File: src/design/kol_pkg.sv
// kol_pkg: token kinds, character constants and byte classification helpers
// shared by the keyword/operator lexer scanner, its top level and the checker
// no dependencies
package kol_pkg;

    // token kinds as seen on the result channel
    typedef enum logic [4:0] {
        KIND_IDENT  = 5'd0,
        KIND_NUMBER = 5'd1,
        KIND_PRINT  = 5'd2,
        KIND_IF     = 5'd3,
        KIND_WHILE  = 5'd4,
        KIND_EQEQ   = 5'd5,
        KIND_PLUS   = 5'd6,
        KIND_MINUS  = 5'd7,
        KIND_STAR   = 5'd8,
        KIND_SLASH  = 5'd9,
        KIND_LPAREN = 5'd10,
        KIND_RPAREN = 5'd11,
        KIND_LBRACE = 5'd12,
        KIND_RBRACE = 5'd13,
        KIND_ASSIGN = 5'd14,
        KIND_SEMI   = 5'd15,
        KIND_GT     = 5'd16,
        KIND_LT     = 5'd17,
        KIND_END    = 5'd18
    } kind_t;

    localparam int START_BITS  = 16;
    localparam int LENGTH_BITS = 8;

    // one result beat
    typedef struct packed {
        kind_t                  kind;
        logic [START_BITS-1:0]  start;
        logic [LENGTH_BITS-1:0] length;
        logic                   overflow;
        logic                   last;
    } token_t;

    // up to two results caused by one input beat, in delivery order
    typedef struct packed {
        token_t     tok0;
        token_t     tok1;
        logic [1:0] count;
    } scan_out_t;

    localparam logic [39:0] KW_PRINT_TEXT = "print";
    localparam logic [15:0] KW_IF_TEXT    = "if";
    localparam logic [39:0] KW_WHILE_TEXT = "while";
    localparam int          KW_PRINT_LEN  = 5;
    localparam int          KW_IF_LEN     = 2;
    localparam int          KW_WHILE_LEN  = 5;
    localparam int          KW_MAX_LEN    = 5;

    localparam logic [7:0] CHAR_EQ     = 8'h3D;
    localparam logic [7:0] CHAR_PLUS   = 8'h2B;
    localparam logic [7:0] CHAR_MINUS  = 8'h2D;
    localparam logic [7:0] CHAR_STAR   = 8'h2A;
    localparam logic [7:0] CHAR_SLASH  = 8'h2F;
    localparam logic [7:0] CHAR_LPAREN = 8'h28;
    localparam logic [7:0] CHAR_RPAREN = 8'h29;
    localparam logic [7:0] CHAR_LBRACE = 8'h7B;
    localparam logic [7:0] CHAR_RBRACE = 8'h7D;
    localparam logic [7:0] CHAR_SEMI   = 8'h3B;
    localparam logic [7:0] CHAR_GT     = 8'h3E;
    localparam logic [7:0] CHAR_LT     = 8'h3C;

    function automatic logic is_space(input logic [7:0] b);
        return (b == 8'h20) || (b >= 8'h09 && b <= 8'h0D);
    endfunction

    function automatic logic is_digit(input logic [7:0] b);
        return b >= 8'h30 && b <= 8'h39;
    endfunction

    function automatic logic is_alpha(input logic [7:0] b);
        return (b >= 8'h41 && b <= 8'h5A) || (b >= 8'h61 && b <= 8'h7A);
    endfunction

    // single-byte operator kind, KIND_IDENT when the byte is not one
    function automatic kind_t single_kind(input logic [7:0] b);
        kind_t k;
        case (b)
            CHAR_PLUS:   k = KIND_PLUS;
            CHAR_MINUS:  k = KIND_MINUS;
            CHAR_STAR:   k = KIND_STAR;
            CHAR_SLASH:  k = KIND_SLASH;
            CHAR_LPAREN: k = KIND_LPAREN;
            CHAR_RPAREN: k = KIND_RPAREN;
            CHAR_LBRACE: k = KIND_LBRACE;
            CHAR_RBRACE: k = KIND_RBRACE;
            CHAR_SEMI:   k = KIND_SEMI;
            CHAR_GT:     k = KIND_GT;
            CHAR_LT:     k = KIND_LT;
            default:     k = KIND_IDENT;
        endcase
        return k;
    endfunction

    // which keywords still match byte b at character index idx
    // bit 0 print, bit 1 if, bit 2 while
    function automatic logic [2:0] kw_hit(input logic [2:0] idx, input logic [7:0] b);
        logic [2:0] hit;
        case (idx)
            3'd0: hit = {b == KW_WHILE_TEXT[39:32], b == KW_IF_TEXT[15:8],
                         b == KW_PRINT_TEXT[39:32]};
            3'd1: hit = {b == KW_WHILE_TEXT[31:24], b == KW_IF_TEXT[7:0],
                         b == KW_PRINT_TEXT[31:24]};
            3'd2: hit = {b == KW_WHILE_TEXT[23:16], 1'b0, b == KW_PRINT_TEXT[23:16]};
            3'd3: hit = {b == KW_WHILE_TEXT[15:8], 1'b0, b == KW_PRINT_TEXT[15:8]};
            3'd4: hit = {b == KW_WHILE_TEXT[7:0], 1'b0, b == KW_PRINT_TEXT[7:0]};
            default: hit = 3'b000;
        endcase
        return hit;
    endfunction

endpackage

File: src/design/kol_scan.sv
// kol_scan: lexer scan state and per-beat token decision
// one source byte per accepted beat, up to two tokens out; uses kol_pkg
module kol_scan #(
    parameter int MAX_TOKEN_LENGTH = 255,
    parameter int POSITION_BITS    = 16
) (
    input  logic              clk,
    input  logic              rst_n,
    input  logic              step,
    input  logic [7:0]        text_byte,
    input  logic              end_of_text,
    output kol_pkg::scan_out_t result
);

    localparam int LW = $clog2(MAX_TOKEN_LENGTH + 1);

    typedef enum logic [3:0] {
        MODE_IDLE   = 4'b0001,
        MODE_IDENT  = 4'b0010,
        MODE_NUMBER = 4'b0100,
        MODE_ASSIGN = 4'b1000
    } mode_t;

    mode_t                    mode_reg,  mode_next;
    logic [POSITION_BITS-1:0] pos_reg,   pos_next;
    logic [POSITION_BITS-1:0] start_reg, start_next;
    logic [LW-1:0]            len_reg,   len_next;
    logic                     ovf_reg,   ovf_next;
    logic [2:0]               cand_reg,  cand_next;

    logic          is_al, is_dg, is_sp, is_eq;
    kol_pkg::kind_t op_kind;
    logic [2:0]    kw_idx;
    logic          fin_valid, new_valid, taken;
    kol_pkg::token_t fin_tok, new_tok;
    kol_pkg::kind_t fin_kind;

    assign is_al   = kol_pkg::is_alpha(text_byte);
    assign is_dg   = kol_pkg::is_digit(text_byte);
    assign is_sp   = kol_pkg::is_space(text_byte);
    assign is_eq   = (text_byte == kol_pkg::CHAR_EQ);
    assign op_kind = kol_pkg::single_kind(text_byte);
    // index past every keyword maps to a code with no hit
    assign kw_idx  = (len_reg < LW'(kol_pkg::KW_MAX_LEN)) ? len_reg[2:0] : 3'd7;

    // kind of the pending run if it were finished now
    always_comb
    begin
        fin_kind = kol_pkg::KIND_IDENT;
        case (mode_reg)
            MODE_ASSIGN: fin_kind = kol_pkg::KIND_ASSIGN;
            MODE_NUMBER: fin_kind = kol_pkg::KIND_NUMBER;
            default:
            begin
                if (!ovf_reg)
                begin
                    if (cand_reg[0] && len_reg == LW'(kol_pkg::KW_PRINT_LEN))
                        fin_kind = kol_pkg::KIND_PRINT;
                    else if (cand_reg[1] && len_reg == LW'(kol_pkg::KW_IF_LEN))
                        fin_kind = kol_pkg::KIND_IF;
                    else if (cand_reg[2] && len_reg == LW'(kol_pkg::KW_WHILE_LEN))
                        fin_kind = kol_pkg::KIND_WHILE;
                end
            end
        endcase
    end

    always_comb
    begin
        mode_next  = mode_reg;
        pos_next   = pos_reg;
        start_next = start_reg;
        len_next   = len_reg;
        ovf_next   = ovf_reg;
        cand_next  = cand_reg;
        taken      = 1'b0;
        fin_valid  = 1'b0;
        new_valid  = 1'b0;

        fin_tok.kind     = fin_kind;
        fin_tok.start    = kol_pkg::START_BITS'(start_reg);
        fin_tok.length   = kol_pkg::LENGTH_BITS'(len_reg);
        fin_tok.overflow = ovf_reg;
        fin_tok.last     = 1'b0;

        new_tok.kind     = op_kind;
        new_tok.start    = kol_pkg::START_BITS'(pos_reg);
        new_tok.length   = kol_pkg::LENGTH_BITS'(1);
        new_tok.overflow = 1'b0;
        new_tok.last     = 1'b0;

        if (end_of_text)
        begin
            fin_valid      = (mode_reg != MODE_IDLE);
            new_valid      = 1'b1;
            new_tok.kind   = kol_pkg::KIND_END;
            new_tok.length = '0;
            mode_next      = MODE_IDLE;
            pos_next       = '0;
            start_next     = '0;
            len_next       = '0;
            ovf_next       = 1'b0;
            cand_next      = 3'b111;
        end
        else
        begin
            case (mode_reg)
                MODE_ASSIGN:
                begin
                    fin_valid = 1'b1;
                    mode_next = MODE_IDLE;
                    if (is_eq)
                    begin
                        // second '=' makes the pair
                        fin_tok.kind     = kol_pkg::KIND_EQEQ;
                        fin_tok.length   = kol_pkg::LENGTH_BITS'(2);
                        fin_tok.overflow = 1'b0;
                        taken            = 1'b1;
                    end
                end
                MODE_IDENT, MODE_NUMBER:
                begin
                    if (is_dg || (is_al && mode_reg == MODE_IDENT))
                    begin
                        taken = 1'b1;
                        if (mode_reg == MODE_IDENT)
                            cand_next = cand_reg & kol_pkg::kw_hit(kw_idx, text_byte);
                        if (len_reg < LW'(MAX_TOKEN_LENGTH))
                            len_next = len_reg + 1'b1;
                        else
                            ovf_next = 1'b1;
                    end
                    else
                    begin
                        fin_valid = 1'b1;
                        mode_next = MODE_IDLE;
                    end
                end
                default: ;
            endcase

            if (!taken && !is_sp)
            begin
                if (is_al || is_dg || is_eq)
                begin
                    mode_next  = is_al ? MODE_IDENT : (is_dg ? MODE_NUMBER : MODE_ASSIGN);
                    start_next = pos_reg;
                    len_next   = LW'(1);
                    ovf_next   = 1'b0;
                    cand_next  = is_al ? kol_pkg::kw_hit(3'd0, text_byte) : 3'b111;
                end
                else
                    new_valid = (op_kind != kol_pkg::KIND_IDENT);
            end
            pos_next = pos_reg + 1'b1;
        end

        new_tok.last = 1'b1;
        fin_tok.last = !new_valid;

        result.tok0  = fin_valid ? fin_tok : new_tok;
        result.tok1  = new_tok;
        result.count = {1'b0, fin_valid} + {1'b0, new_valid};
    end

    always_ff @(posedge clk or negedge rst_n)
    begin
        if (!rst_n)
        begin
            mode_reg  <= MODE_IDLE;
            pos_reg   <= '0;
            start_reg <= '0;
            len_reg   <= '0;
            ovf_reg   <= 1'b0;
            cand_reg  <= 3'b111;
        end
        else if (step)
        begin
            mode_reg  <= mode_next;
            pos_reg   <= pos_next;
            start_reg <= start_next;
            len_reg   <= len_next;
            ovf_reg   <= ovf_next;
            cand_reg  <= cand_next;
        end
    end

endmodule

File: src/design/keyword_operator_lexer_top.sv
// keyword_operator_lexer_top: streaming lexer top level with result queue
// depends on kol_pkg and kol_scan
//
// usage
//   input stream: one source byte per beat in s_axis_tdata[7:0]; a beat with
//   s_axis_tlast high is the end marker, its data byte is ignored, it
//   finishes any pending token, emits an END token and restarts offsets at 0
//   output stream: one token per beat, kind in m_axis_tuser, start offset,
//   length and overflow flag in m_axis_tdata; m_axis_tlast marks the final
//   token caused by one input beat
// queueing: a token is registered into the result queue by the input beat that
//   completes it (identifiers, numbers and '=' complete on the following beat)
// throughput: one input beat per cycle; the second token of a beat that yields
//   two tokens waits in the four-entry result queue, so the input
//   side only waits when the output side is stalled or falls behind
// stall: s_axis_tready drops while the queue holds more than two tokens,
//   since any beat may add two; queued tokens are held until taken
// reset: rst_n clears the scan state (idle, offset 0) and empties the queue
module keyword_operator_lexer_top #(
    parameter int MAX_TOKEN_LENGTH = 255,
    parameter int POSITION_BITS    = 16
) (
    input  logic        clk,
    input  logic        rst_n,
    input  logic        s_axis_tvalid,
    output logic        s_axis_tready,
    input  logic [7:0]  s_axis_tdata,   // [7:0] text_byte
    input  logic        s_axis_tlast,   // end_of_text
    output logic        m_axis_tvalid,
    input  logic        m_axis_tready,
    output logic [31:0] m_axis_tdata,   // [15:0] token_start, [23:16] token_length,
                                        // [24] length_overflow, [31:25] zero
    output logic [4:0]  m_axis_tuser,   // [4:0] token_kind
    output logic        m_axis_tlast    // last_of_run
);

    localparam int QDEPTH = 4;
    localparam int QAW    = $clog2(QDEPTH);

    logic               in_beat, out_beat;
    kol_pkg::scan_out_t scan_res;

    // result queue
    kol_pkg::token_t    queue_reg [QDEPTH];
    logic [QAW-1:0]     wr_ptr_reg, wr_ptr_next;
    logic [QAW-1:0]     rd_ptr_reg, rd_ptr_next;
    logic [QAW:0]       count_reg,  count_next;
    kol_pkg::token_t    head;

    assign s_axis_tready = (count_reg <= (QAW+1)'(QDEPTH - 2));
    assign in_beat       = s_axis_tvalid && s_axis_tready;
    assign out_beat      = m_axis_tvalid && m_axis_tready;

    kol_scan #(
        .MAX_TOKEN_LENGTH (MAX_TOKEN_LENGTH),
        .POSITION_BITS    (POSITION_BITS)
    ) u_scan (
        .clk         (clk),
        .rst_n       (rst_n),
        .step        (in_beat),
        .text_byte   (s_axis_tdata),
        .end_of_text (s_axis_tlast),
        .result      (scan_res)
    );

    // pointer and fill bookkeeping; pushes are 0, 1 or 2 tokens per beat
    always_comb
    begin
        wr_ptr_next = wr_ptr_reg;
        rd_ptr_next = rd_ptr_reg;
        count_next  = count_reg;
        if (in_beat)
        begin
            wr_ptr_next = wr_ptr_reg + QAW'(scan_res.count);
            count_next  = count_next + (QAW+1)'(scan_res.count);
        end
        if (out_beat)
        begin
            rd_ptr_next = rd_ptr_reg + 1'b1;
            count_next  = count_next - 1'b1;
        end
    end

    always_ff @(posedge clk or negedge rst_n)
    begin
        if (!rst_n)
        begin
            wr_ptr_reg <= '0;
            rd_ptr_reg <= '0;
            count_reg  <= '0;
        end
        else
        begin
            wr_ptr_reg <= wr_ptr_next;
            rd_ptr_reg <= rd_ptr_next;
            count_reg  <= count_next;
        end
    end

    // token payload, no reset needed
    always_ff @(posedge clk)
    begin
        if (in_beat && scan_res.count != 2'd0)
            queue_reg[wr_ptr_reg] <= scan_res.tok0;
        if (in_beat && scan_res.count == 2'd2)
            queue_reg[QAW'(wr_ptr_reg + 1'b1)] <= scan_res.tok1;
    end

    assign head          = queue_reg[rd_ptr_reg];
    assign m_axis_tvalid = (count_reg != '0);
    assign m_axis_tdata  = {7'd0, head.overflow, head.length, head.start};
    assign m_axis_tuser  = head.kind;
    assign m_axis_tlast  = head.last;

endmodule

File: config.mk
export PLATFORM = sky130hd
export DESIGN_NAME = keyword_operator_lexer_top
export DESIGN_NICKNAME = d
export VERILOG_FILES = /design/src/design/kol_pkg.sv /design/src/design/kol_scan.sv /design/src/design/keyword_operator_lexer_top.sv
export SDC_FILE = /design/constraint.sdc
export NUM_CORES = 1
export LEC_CHECK = 0
export ABC_CLOCK_PERIOD_IN_PS = 11600
export BUFFER_PORTS_ARGS = -buffer_cell sky130_fd_sc_hd__buf_2
export CAP_MARGIN = 20
export CORE_MARGIN = 5
export CORE_UTILIZATION = 40
export DETAILED_ROUTE_END_ITERATION = 7
export PLACE_DENSITY = 0.58
export SLEW_MARGIN = 20
export SYNTH_ARGS = -nofsm -noshare
export SYNTH_HDL_FRONTEND = slang
export SYNTH_HIERARCHICAL = 1
export SYNTH_SLANG_ARGS = --single-unit
export TNS_END_PERCENT = 30
File: constraint.sdc
create_clock -name clk -period 11.6 [get_ports clk]
set_input_delay 1.16 -clock clk [delete_from_list [all_inputs] [get_ports clk]]
set_output_delay 1.16 -clock clk [all_outputs]
set_load 0.1 [all_outputs]
# Word level (Yosys, flattened, before mapping)
# Memory sizes are Yosys's and may differ from the RTL's.
# Cells that the tools add are included.
[op_classes]
n_addsub = 8
n_lt_le_gt_ge = 11
n_eq_ne = 34
mux = 67
bitwise = 1
n_reduce_logical = 29
[op_table]
columns = ["op", "count"]
rows = [
  ["$eq 8x7->1 const B", 12],
  ["$eq 8x6->1 const B", 11],
  ["$mux 16", 4],
  ["$pmux 5 s11", 1],
  ["$mux 8", 6],
  ["$mux 3", 15],
  ["$mux 5", 7],
  ["$mux 31", 1],
  ["$mux 9", 3],
  ["$mux 4", 6],
  ["$mux 1", 19],
  ["$add 16x1->16 const B", 1],
  ["$ge 8x7->1 const B", 2],
  ["$le 8x7->1 const B", 2],
  ["$pmux 3 s5", 1],
  ["$logic_and 1x1->1", 13],
  ["$pmux 5 s2", 1],
  ["$add 8x1->8 const B", 1],
  ["$eq 8x2->1 const B", 1],
  ["$eq 8x3->1 const B", 1],
  ["$ge 8x4->1 const B", 1],
  ["$ge 8x6->1 const B", 1],
  ["$le 8x4->1 const B", 1],
  ["$le 8x6->1 const B", 1],
  ["27 further kinds", 38],
]
[totals]
reg_bits = 55
mem_bits_rw = 124
input_bits = 13
out_inout_bits = 40
word_cells = 160
n_memories = 1
[memory_table]
columns = ["name", "depth", "width", "read_ports", "rd_clocked_by_memory_dff", "write_ports", "line_no", "rtl"]
rows = [
  ["queue_reg", 4, 31, 1, 0, 2, "keyword_operator_lexer_top.sv:44", "kol_pkg::token_t queue_reg [QDEPTH];"],
]

# Logic depth before layout (Yosys ltp)
[logic_depth]
ltp_word = 17
depth_mapped = 15
ltp_nobuf = 14

# Modules after synthesis
# The synthesis kept the hierarchy.
[by_module_without_submodules]
columns = ["module", "n_inst", "cells_per_inst", "area_per_inst_um2", "seq_area_each_um2"]
rows = [
  ["keyword_operator_lexer_top", 1, 367, 6922.9, 3898.7],
  ["kol_scan", 1, 409, 3585.9, 1206.2],
]

# Worst setup path before layout
# OpenSTA, ideal clock, no wires.
[synth_path]
path_type = "input to register"
startpoint = "in s_axis_tdata[3]"
endpoint = "mem queue_reg[1][0] (netlist name), enable pin"
setup_ps = 458
arrival_ps = 5373
required_ps = 11142
setup_slack_ps = 5770
cell_stages = 10
path_buffers = 1
cell_sequence = "buf_2 -> or4_4 -> o221ai_4 -> a2bb2oi_1 -> o21ai_1 -> inv_1 -> ha_1 -> and2b_2 -> a21oi_1 -> nor3_1"
[synth_lines]
columns = ["element", "line_no", "rtl"]
rows = [
  ["from (decl)", "keyword_operator_lexer_top.sv:27", "input logic [7:0] s_axis_tdata,"],
  ["to (decl)", "keyword_operator_lexer_top.sv:44", ""],
]

==> flow_summary.toml <==
[die]
die_y_um = 172.1
fp-row-count = 59
core_area_um2 = 25980
initial_utilization = 0.4044
die_x_um = 172.1
die-area_um2 = 29610
ios = 53

[route]
wire_per_inst_um = 20.09
drc = 0
drt.antenna.violating_nets = 0
dr.pass1.iters = 4
vias = 6367
wirelength_um = 23090
vias_per_cell = 5.541
drt_iter0_drc = 393

[sta]
hold_viol_final = 0
finClkSkew_ns = 0.01552
whs_ns = 0.4877
slew_viol_final = 0
fin_crit_sh = 0.4218
fin_ws_ns = 6.707
grt_setup_unrepaired = "false"
period_needed_ns = 4.893
max_slew_margin = 0.3371
clock.fmax_ghz = 0.2044
fin_tns_setup_ns = 0
tightestPinTransition_ns = 0.9929
finalSetupViolCount = 0

[clock_tree]
cts.path.max_buffers = 2
cts_hold_buf = 0
cts_htree_levels = 4
cts_root_buffer = "clkbuf_16"
cts_tree = "done"
cts_resized = 0
clk_pin_slew_worst_paths_ns = 0.08
post-cts-setup-buffer-count = 0
cts_buffers = 17
clock_latency_ns = 0.43
clkSinkCount = 179

[worst_setup_path]
startpoint_type = "primary input"
cp-startpoint = "s_axis_tdata[1]"
crit_path_end_kind = "flop"
reg2reg_from = "u_scan/mode_reg[3]$_DFFE_PN0P_"
r2r_slack_ns = 7.42
crit_chain = "buf_2 > or4_4 > o221ai_4 > a2bb2oi_1 > o21ai_2 > buf_4 > inv_1 > ha_1 > and2b_2 > nand3_2 > mux2_1"
cp.required_ns = 11.78
crit_slowest_cell = "nand3_2"
worstPathArrival_ns = 5.07
critical_path_class = "primary input to flop"
crit_fanout = 31
cp_num_buf_inv = 3
reg2reg_to = "queue_reg[2][30]$_DFFE_PP_"
reg2reg_depth = 12
slowest_delay_ns = 0.77
cp_top_family = "simple AND/OR/NAND/NOR gates"

[run_status]
status = "finished, final reports clean"

[logic_synthesis]
yosys.area.top_type = "edfxtp_1"
dominantRegCellSynth = "edfxtp_1"
ys_warn_count = 6
synth.top_cells.by_area = "edfxtp_1 (35%), mux2_4 (13%), dfrtp_1 (12%)"
synth-seq-cells = 179
synth_area_per_cell_um2 = 13.54
synth_cell_type_count = 84
syn_inst = 776
yosysTopAreaCellShare = 0.3543
synth_area_um2 = 10510
yosysSeqAreaShare = 0.4858
synthArstFlopShare = 0.3073
synth_edf_count = 124

[layout]
final_common_cell = "edfxtp_1"
diodes = 0
n_fill_cell = 2365
final_cell_mix = "edfxtp_1 (124), mux2_4 (90), mux2_2 (50), dfrtp_1 (50), buf_2 (45)"
drive_gt1_frac = 0.3612
largest_register_ffs = 124
syn_to_final_growth_pct = 9.489
fin_nets = 825

[hold_path]
holdPathStages = 2
hp-start = "u_scan/cand_reg[2]$_DFFE_PN1P_"
min_to = "u_scan/cand_reg[2]$_DFFE_PN1P_"
hp-class = "flop to flop"

[power]
ir_worst_vdd_uv = 176.9
leakage_nw = 4.651
cellPowerDensity_nw_per_um2 = 231.4

[placement]
port_buffers = 45
hpwl_um = 14920
place_ws_ns = 6.235
gp_congestion = 0.7987

[global_route]
grt_max_degree = 56
grt_pass1_wl_um = 36780
grt_usage = 0.1605
antenna_found_initial = 0
grt_pass1_vias = 6419
grt-ovfl-total = 0

[run]
maxCapViolCount = 0
[metal layers]
layer,global-route usage,share of wire
met1,0.2267,0.47
met2,0.2586,0.49
met3,0.02698,0.029
met4,0.04204,0.0093
met5,0,0
[cells in the mapped netlist (4+ instances only)]
library cell,count
or3_1,7
inv_1,17
o21ai_0,18
xor2_1,13
mux4_2,31
and3_1,13
nor2b_1,5
mux2_4,90
nand4_1,11
nand2_1,37
a211oi_1,4
a22o_1,18
nand3_1,17
buf_4,21
mux2i_1,5
dfstp_2,4
dfrtp_1,51
nor3_1,9
a31oi_1,6
a21oi_1,24
clkbuf_1,19
nor3b_1,6
nor4_1,7
nand2b_1,5
mux2_2,50
ha_1,10
edfxtp_1,124
nor2_1,44
buf_2,11
xnor2_1,9
buf_6,11
[per-stage QoR]
stage	total power (W)	utilization	area [µm²]	std cells
6_report	0.002662	0.4428	11510	1149
2_1_floorplan	0.001906	-	10560	789
3_3_place_gp	0.002114	0.4197	10910	1116
3_5_place_dp	0.002121	0.4197	10910	1116
5_1_grt	0.002782	0.4428	11510	1149
4_1_cts	0.002683	0.4417	11480	1148
[power by group]
| part | leakage, nW | switching (W) | internal (W) |
|---|---|---|---|
| clock | 0.270 | 0.000260 | 0.000302 |
| combinational | 2.55 | 0.000863 | 0.000352 |
| sequential | 1.83 | 0.0000929 | 0.000793 |
[final cells by class]
class                           count  area, µm²  share of cell area
Clock buffer                       17      425.4             0.03697
Clock inverter                     15      147.6             0.01283
Inverter                           18      70.07            0.006090
Multi-Input combinational cell    527       4995              0.4341
Sequential cell                   179       5106              0.4438
Tap cell                          335      419.2             0.03643
Timing Repair Buffer               58      342.8             0.02980
[worst min-delay path, cell delays in order (launching register included)]
cell and delay, ns:
dfstp_2 0.38, o41ai_1 0.05, a21oi_1 0.06
[worst max-delay path by stage]
stage	end	slack (ns)	cells after the start
3_3_place_gp	queue_reg[1][5]$_DFFE_PP_	6.33	11
4_1_cts	queue_reg[1][5]$_DFFE_PP_	6.71	11
6_report	queue_reg[1][5]$_DFFE_PP_	6.71	11
5_1_grt	queue_reg[1][5]$_DFFE_PP_	6.41	11
2_1_floorplan	queue_reg[1][0]$_DFFE_PP_	5.77	10
3_5_place_dp	queue_reg[1][5]$_DFFE_PP_	6.23	11
[cell families (layout without fill, tap and decap cells)]
logic type / after synthesis / after routing / synth area share
buf+inv: 83 / 108 / 0.04655
xor+xnor: 22 / 22 / 0.01834
flops: 179 / 179 / 0.4858
other cells: 3 / 16 / 0.001071
mux: 177 / 177 / 0.2544
simple gates: 194 / 194 / 0.1042
fa+ha+maj: 12 / 12 / 0.01476
compound gates: 106 / 106 / 0.07489
Power figures use the tool's default switching activity.
